`config.mk`:
```
export PLATFORM = sky130hd
export DESIGN_NAME = tfn_sqrt
export DESIGN_NICKNAME = d
export VERILOG_FILES = /design/src/hdl/triangle_face_normal_defines.svh /design/src/hdl/tfn_pkg.sv /design/src/hdl/tfn_sqrt.sv
export SDC_FILE = /design/constraint.sdc
export NUM_CORES = 2
export LEC_CHECK = 0
export BUFFER_PORTS_ARGS = -buffer_cell sky130_fd_sc_hd__clkbuf_2
export CELL_PAD_IN_SITES_DETAIL_PLACEMENT = 0
export CELL_PAD_IN_SITES_GLOBAL_PLACEMENT = 2
export CORE_MARGIN = 5
export CORE_UTILIZATION = 30
export DETAILED_ROUTE_END_ITERATION = 12
export HOLD_SLACK_MARGIN = 0.1
export PLACE_DENSITY_LB_ADDON = 0.1
export RECOVER_POWER = 50
export SLEW_MARGIN = 25
export SYNTH_ARGS = -nofsm -noshare
export SYNTH_HDL_FRONTEND = slang
export SYNTH_SLANG_ARGS = --single-unit
```
`constraint.sdc`:
```
create_clock -name clk_i -period 4.85 [get_ports clk_i]
set_input_delay 0 -clock clk_i [delete_from_list [all_inputs] [get_ports clk_i]]
set_output_delay 0 -clock clk_i [all_outputs]
set_load 0.01 [all_outputs]
```
`src/hdl/triangle_face_normal_defines.svh`:
```
// ----------------------------------------------------------------------------
// triangle_face_normal assertion macros
// Shared concurrent assertion forms, clocked on clk_i, quiet during reset.
// ----------------------------------------------------------------------------
`ifndef TRIANGLE_FACE_NORMAL_DEFINES_SVH
`define TRIANGLE_FACE_NORMAL_DEFINES_SVH

// same-cycle implication
`define TFN_ASSERT(lbl, ante, cons, msg) \
  lbl: assert property (@(posedge clk_i) disable iff (!rst_ni) (ante) |-> (cons)) \
    else $error(msg);

// next-cycle implication
`define TFN_ASSERT_NEXT(lbl, ante, cons, msg) \
  lbl: assert property (@(posedge clk_i) disable iff (!rst_ni) (ante) |=> (cons)) \
    else $error(msg);

`endif

```
`src/hdl/tfn_pkg.sv`:
```
// ----------------------------------------------------------------------------
// tfn_pkg
// Types and fixed constants shared by the face normal pipeline.
// ----------------------------------------------------------------------------
package tfn_pkg;

  localparam int NUM_AXES = 3;
  localparam int MAG_W    = 31;  // scaled cross magnitude width
  localparam int SQ_W     = 64;  // sum of squares width
  localparam int ROOT_W   = 32;  // integer square root width
  localparam int OUT_W    = 16;  // normal component width

  typedef struct packed {
    logic en;   // pipeline advance
    logic vld;  // item present at unit input
  } stg_ctl_t;

endpackage

```
`src/hdl/tfn_sqrt.sv`:
```
// ----------------------------------------------------------------------------
// tfn_sqrt
// Pipelined integer square root, one result bit per stage, with sideband.
// ----------------------------------------------------------------------------
module tfn_sqrt #(
  parameter int SBW = 1
) (
  input  logic                      clk_i,
  input  logic                      rst_ni,
  input  tfn_pkg::stg_ctl_t         ctl_i,
  input  logic [tfn_pkg::SQ_W-1:0]  rad_i,
  input  logic [SBW-1:0]            sb_i,
  output logic                      vld_o,
  output logic [tfn_pkg::ROOT_W-1:0] root_o,
  output logic [SBW-1:0]            sb_o
);
  import tfn_pkg::*;

  localparam int NST = ROOT_W;
  localparam int RW  = ROOT_W + 3;

  logic [SQ_W-1:0]   x_s    [0:NST];
  logic [RW-1:0]     rem_s  [0:NST];
  logic [ROOT_W-1:0] root_s [0:NST];
  logic              vld_s  [0:NST];
  logic [SBW-1:0]    sb_s   [0:NST];

  assign x_s[0]    = rad_i;
  assign rem_s[0]  = '0;
  assign root_s[0] = '0;
  assign vld_s[0]  = ctl_i.vld;
  assign sb_s[0]   = sb_i;

  for (genvar k = 0; k < NST; k++) begin : g_stg
    logic [RW-1:0]     sh, trial, dif;
    logic              ge;
    logic              vld_q;
    logic [SQ_W-1:0]   x_q;
    logic [RW-1:0]     rem_q;
    logic [ROOT_W-1:0] root_q;
    logic [SBW-1:0]    sb_q;

    always_comb begin
      sh    = {rem_s[k][RW-3:0], x_s[k][SQ_W-1 -: 2]};
      trial = {1'b0, root_s[k], 2'b01};
      dif   = sh - trial;
      ge    = (sh >= trial);
    end

    always_ff @(posedge clk_i or negedge rst_ni) begin
      if (!rst_ni) begin
        vld_q <= 1'b0;
      end else if (ctl_i.en) begin
        vld_q <= vld_s[k];
      end
    end

    always_ff @(posedge clk_i) begin
      if (ctl_i.en) begin
        x_q    <= {x_s[k][SQ_W-3:0], 2'b00};
        rem_q  <= ge ? dif : sh;
        root_q <= {root_s[k][ROOT_W-2:0], ge};
        sb_q   <= sb_s[k];
      end
    end

    assign x_s[k+1]    = x_q;
    assign rem_s[k+1]  = rem_q;
    assign root_s[k+1] = root_q;
    assign vld_s[k+1]  = vld_q;
    assign sb_s[k+1]   = sb_q;
  end

  assign vld_o  = vld_s[NST];
  assign root_o = root_s[NST];
  assign sb_o   = sb_s[NST];

endmodule

```
==> Yosys cells after proc, flatten, opt, wreduce, memory -nomap -nowiden <==
Index checks and enable logic that the tools add are counted.
{ "totals": {"register_bits": 2577, "latch_bits": 0, "wordCells": 253, "rom_bits": 0, "inputBits": 69, "mem_count": 0, "output_inout_bits": 34, "ram_bits": 0} }
{ "op_classes": {"bitwise": 0, "addsub": 31, "n_reduce_logical": 0, "order_cmp": 32, "multipliers": 0, "n_eq_ne": 0, "n_div": 0, "shifts": 0, "n_mux": 31} }
{ "op_table": {"columns": ["op", "count"], "rows": [
  ["$mux W33", 30],
  ["$ge A35 B10 Y1", 1],
  ["$ge A35 B11 Y1", 1],
  ["$ge A35 B12 Y1", 1],
  ["$ge A35 B13 Y1", 1],
  ["$ge A35 B14 Y1", 1],
  ["$ge A35 B15 Y1", 1],
  ["$ge A35 B16 Y1", 1],
  ["$ge A35 B17 Y1", 1],
  ["$ge A35 B18 Y1", 1],
  ["$ge A35 B19 Y1", 1],
  ["$ge A35 B20 Y1", 1],
  ["$ge A35 B21 Y1", 1],
  ["$ge A35 B22 Y1", 1],
  ["$ge A35 B23 Y1", 1],
  ["$ge A35 B24 Y1", 1],
  ["$ge A35 B25 Y1", 1],
  ["$ge A35 B26 Y1", 1],
  ["$ge A35 B27 Y1", 1],
  ["$ge A35 B28 Y1", 1],
  ["$ge A35 B29 Y1", 1],
  ["$ge A35 B3 Y1", 1],
  ["$ge A35 B30 Y1", 1],
  ["$ge A35 B31 Y1", 1],
  ["41 further kinds", 41]
]} }

==> Depth between registers and ports, before layout <==
{ "logic_depth": {"depth_word": 2, "mapped_depth": 14, "ltp_nobuf": 12} }

==> Worst setup path before layout <==
No wires, ideal clock.
{ "synth_timing": {"path_kind": "register to register", "from": "reg g_stg[27].rem_q[1]", "to": "reg g_stg[28].rem_q[17], data pin", "n_path_buf": 1, "path_slack_ns": 1.319, "path_stages_with_launch": 11, "arrival_ns": 3.271, "t_required_ns": 4.590, "setup_time_ns": 0.260, "period_less_slack_ns": 3.531, "path_cell_list": "edfxtp_1 > ha_1 > o21ai_0 > a22o_1 > nor2_1 > o41a_1 > a22o_1 > a211o_1 > a211oi_2 > clkbuf_1 > mux2_2"} }
{ "synth_via": {"elab_chain_cells": 2, "word_cells_on_any_way": 3, "cone_classes": "1 x add/sub; 1 x order compare; 1 x mux"} }
{ "synth_lines": {"columns": ["item", "line", "rtl"], "rows": [
  ["start, declared", "tfn_sqrt.sv:39", "logic [RW-1:0] rem_q;"],
  ["start signal, assigned", "tfn_sqrt.sv:61", "rem_q <= ge ? dif : sh;"],
  ["$sub A33 B30 Y33 / $ge A35 B30 Y1 (equally long branches)", "tfn_sqrt.sv:46, tfn_sqrt.sv:47", null],
  ["$mux W33 (*)", "tfn_sqrt.sv:61", null],
  ["end signal, assigned", "tfn_sqrt.sv:61", null],
  ["end, declared", "tfn_sqrt.sv:39", null]
]} }
Mark *: on every way between the ends. The rest lies on a longest branch, timed or not.
A chain may end at the register's enable or synchronous reset.

==> Worst setup path in the final report <==
{ "layout_timing": {"from": "reg g_stg[28].root_q[0]", "to": "reg g_stg[29].rem_q[17], data pin"} }
{ "layout_via": {"elab_chain_cells": 2, "word_cells_on_any_way": 3, "cone_classes": "1 x add/sub; 1 x order compare; 1 x mux"} }
{ "layout_lines": {"columns": ["item", "line", "rtl"], "rows": [
  ["start, declared", "tfn_sqrt.sv:40", "logic [ROOT_W-1:0] root_q;"],
  ["start signal, assigned", "tfn_sqrt.sv:62", "root_q <= {root_s[k][ROOT_W-2:0], ge};"],
  ["$sub A33 B31 Y33 / $ge A35 B31 Y1 (equally long branches)", "tfn_sqrt.sv:46, tfn_sqrt.sv:47", null],
  ["$mux W33 (*)", "tfn_sqrt.sv:61", null],
  ["end signal, assigned", "tfn_sqrt.sv:61", null],
  ["end, declared", "tfn_sqrt.sv:39", null]
]} }
Marked as above.

==> results.txt <==
* PortBufs: 102
- Overall power consumption after layout is estimated at 66.5 mW.
* Buffering stage count on the worst path with inverters included: 3
- Synthesis handed over a netlist of 9,179 instances.
* Endpoint class of the critical path: flop
- Net Switching: 19.1 mW
* Unrepaired setup endpoints after global routing: no
* Result of the run: finished with violations
* Final-layout setup total negative slack: 0 ns
- Number of detailed-routing iterations run before antenna repair: 5
* Library cell contributing the largest single delay on the critical path: a2111oi_0
- Adder-cell area share of the yosys netlist: 5.91%
- Fin util: 34.8%
* Vias post-DR: 71,000
* Highest Clock Rate: 226 MHz
- First DRT Iteration DRCs: 4,093
* DP Cell Count: 14,400
* Worst-Margin Slew: 3.03 ns
- Required time of the worst setup path: 5.50 ns
- Buffers inserted during clock tree synthesis total 311.
- Slack of the critical path: 0.434 ns
- After synthesis, the largest family of logic cells by area is simple AND/OR/NAND/NOR gates.
- Maximum number of pins on one net before global-route repair: 167
- Number of global-route vias before repair: 71,900
- TritonCTS built the clock tree.
- Die area: 409,000 um^2
- Width of the chip: 639 um
- Routed len/inst: 18.8 um
- The checks that failed: capacitance limit, slew limit.
- Arrival time at the worst endpoint: 5.06 ns
- Sequential cells burn 45.1% of the power.
* Share of the clock period used by the worst path after layout: 91.1%
- Relative to the synthesized area, the layout overhead comes to 15.9%.
* Cell type with the highest occurrence count on the critical path: buf_4
- Number of nets produced by synthesis: 9,809
- Placement-stage cell area: 126,000 um^2
* Sw Ratio: 28.7%
- Final Hold Violating Endpoints: 0
* Clock latency of the later-clocked register in the worst-skew pair: 0.90 ns
- Post-route non-filler standard cell count: 15,100
- The critical path goes through inv_1 -> ha_1 -> o211ai_1 -> nand3_1 -> a2111oi_0 -> buf_4 -> nor3_1 -> o31ai_1 -> o21ai_0 -> or2_2 -> buf_4 -> mux2_2.
- The worst pin sits at a relative slew slack of -102%.
- Via-per-instance ratio: 4.69
* Number of antenna violations at the first check in global routing: 8
- Number of filler instances in the final layout: 38,800
- Max Cap Viol: 10
* Worst Setup Start Kind: flop
- Total global routing track utilization: 13.6%
- Share of the synthesized netlist area taken by xor and xnor gates: 5.98%
* Placer congestion estimate: 0.804
* Area of the core: 395,000 um^2
- Most common cell after layout, fill and taps aside: edfxtp_1
- Internal cell power: 47.4 mW
* Static Leakage: 51.5 nW
- Detail Placement HPWL: 208,000 um
- Along the worst path, the maximum fanout reaches 54.
- The final layout contains routed wiring with a total length of 285,000 um.
* Global-route wire length before repair: 437,000 um
- Cell class contributing the biggest share of worst-path delay: compound AO/OA/AOI/OAI gates
* Number of nets with antenna violations after routing: 0
- Dividing the synthesized area by the synthesized cell count gives 12.9 um^2.
- Of all flip-flops after synthesis, the portion carrying an async set or reset was 1.25%.
- Counting flops with a built-in enable in the synthesized netlist gives 2,527.
- After Yosys synthesis, and, or, nand and nor cells account for 10.1% of the synthesized area.
* Top library cells by usage in the layout, fill and taps aside: edfxtp_1 (2,527), inv_1 (682), nor2_1 (617)
* Seq/Total Area, Yosys: 64.5%
* H-tree depth: 5
- Setup clock skew after layout: 0.0412 ns
- Per report_power, the clock group accounts for 34.7% of the total.
- After clock tree synthesis, the clock-pin slew on the worst setup and hold paths is 0.06 ns.
- Root cell of the clock tree: clkbuf_16
- In this run, synthesis produced a sequential element count of 2,559.
* CTS max path bufs: 4
- Synthesis instantiated 84 different standard cells from the library.
* Starting density of the core: 30.1%
- Among all flip-flop cells after synthesis, the most frequent one is edfxtp_1.
- Before CTS, the worst setup slack after placement is 0.352 ns.
* Io pins: 103
* Net count, final: 10,300
- Smallest hold slack: 0.351 ns
* Count of endpoints failing setup in the final report: 0
- Total setup buffers inserted after CTS: 0
* Total clock sinks: 2,559
* Stage delay of the slowest cell on the critical path: 0.84 ns
- Class of the worst hold path: input pin to flop
* Post-route DRC violation count: 0
- Compound-cell area share of the yosys netlist: 9.52%
- For this run the aggregate overflow at the end of global routing stands at 0.
- Resized Gates After CTS: 0
- Logic gate share of total power: 20.1%
* Post-layout instance area: 138,000 um^2
- The floorplan has 231 rows.
- Power density cells: 483 nW/um^2
* Warning count from the yosys run: 0
- The final-report max-slew violation count was 617.
- The worst setup path is of the flop to flop kind.
- After layout, the minimum clock period comes to 4.42 ns.
- Total standard cell area after synthesis: 119,000 um^2
* Ratio of cells with drive above 1 in the final layout: 8.48%
- Die Y-Extent: 639 um
* Hold-fix buffers, CTS: 139
* Peak supply drop: 248 uV
* Portion of netlist area occupied by mux cells: 1.20%
## worst paths after layout
kind	cells past startpoint	slack, ns	startpoint	end
worst max-delay path	12	0.43	g_stg[28].root_q[0]	g_stg[29].rem_q[17]
worst min-delay path	3	0.35	rad_i[61]	g_stg[0].x_q[63]
worst max register to register	12	0.43	g_stg[28].root_q[0]	g_stg[29].rem_q[17]
worst min register to register	0	0.40	g_stg[3].x_q[14]	g_stg[4].x_q[16]
max in group asynchronous	5	2.55	rst_ni	g_stg[20].vld_q
min in group asynchronous	5	1.31	rst_ni	g_stg[1].vld_q
## kinds of logic after synthesis
| family | Yosys count |
|---|---|
| buffers and inverters | 869 |
| muxes | 128 |
| DFF | 2559 |
| AOI/OAI and AO/OA | 1826 |
| adders and majority gates | 561 |
| other | 1 |
| and+or+nand+nor | 2424 |
| xor gates and xnor gates | 811 |
## power groups by stage
| stage | Combinational (mW) | Clock (mW) | Sequential, mW |
|---|---|---|---|
| floorplan | 9.68 | 0 | 29.4 |
| global placement | 13.5 | 0 | 30.6 |
| detailed placement | 13.4 | 0 | 30.6 |
| CTS | 13.6 | 24.2 | 30.2 |
| global route | 15.1 | 25.0 | 30.4 |
| finish | 13.4 | 23.1 | 30.0 |
## layout make-up
cell class | count | area [um^2] | share of cell area [%]
flip-flops and latches | 2559 | 76700 | 55.7
clock buffers | 369 | 8180 | 5.94
diodes | 3 | 7.51 | 0.00545
repair buffers | 341 | 2780 | 2.02
multi-input cells | 5751 | 39000 | 28.3
clock inverters | 194 | 1960 | 1.42
well taps | 5242 | 6560 | 4.76
inverters | 685 | 2570 | 1.87
## registers in the layout (all words and copies together), names as in the netlist
register and flops:
g_stg.rem_q 975, g_stg.root_q 496, g_stg.sb_q 31, g_stg.vld_q 31, g_stg.x_q 992, root_o 32, sb_o 1, vld_o 1
## synthesized netlist by cell type (45+ instances only)
master	number	area, um^2
clkbuf_1	164	616
edfxtp_1	2527	75900
xnor2_1	426	3730
or4_1	70	526
nand2_1	579	2170
o21a_1	86	646
xor2_1	385	3370
a211oi_1	52	390
mux2_2	111	1250
nor3_1	221	1110
nand4_1	98	613
nor2_1	617	2320
or3_1	95	594
ha_1	561	7020
o21ai_0	466	2330
o31ai_1	50	375
a21oi_1	597	2990
nor2b_1	85	532
o21bai_1	50	375
inv_1	682	2560
and2_1	45	282
o211ai_1	48	360
nor4_1	126	788
nand3_1	160	801
nand2b_1	128	801
a21o_1	204	1530
and3_1	55	344
## metal layers
metal	global-route usage [%]	routed length, um	up-vias	share of wire [%]
li1	-	-	35000	-
met1	18.0	129000	34500	45
met2	23.2	138000	989	48
met3	2.11	9920	428	3.5
met4	3.85	8120	2	2.8
met5	0	13	-	0.0046
## tightest hold or removal path, cell delays in order
cell,delay [ns]
dlygate4sd3_1,0.52
clkbuf_2,0.09
dlygate4sd3_1,0.52
Note: power is estimated with default switching activity, not from simulation.
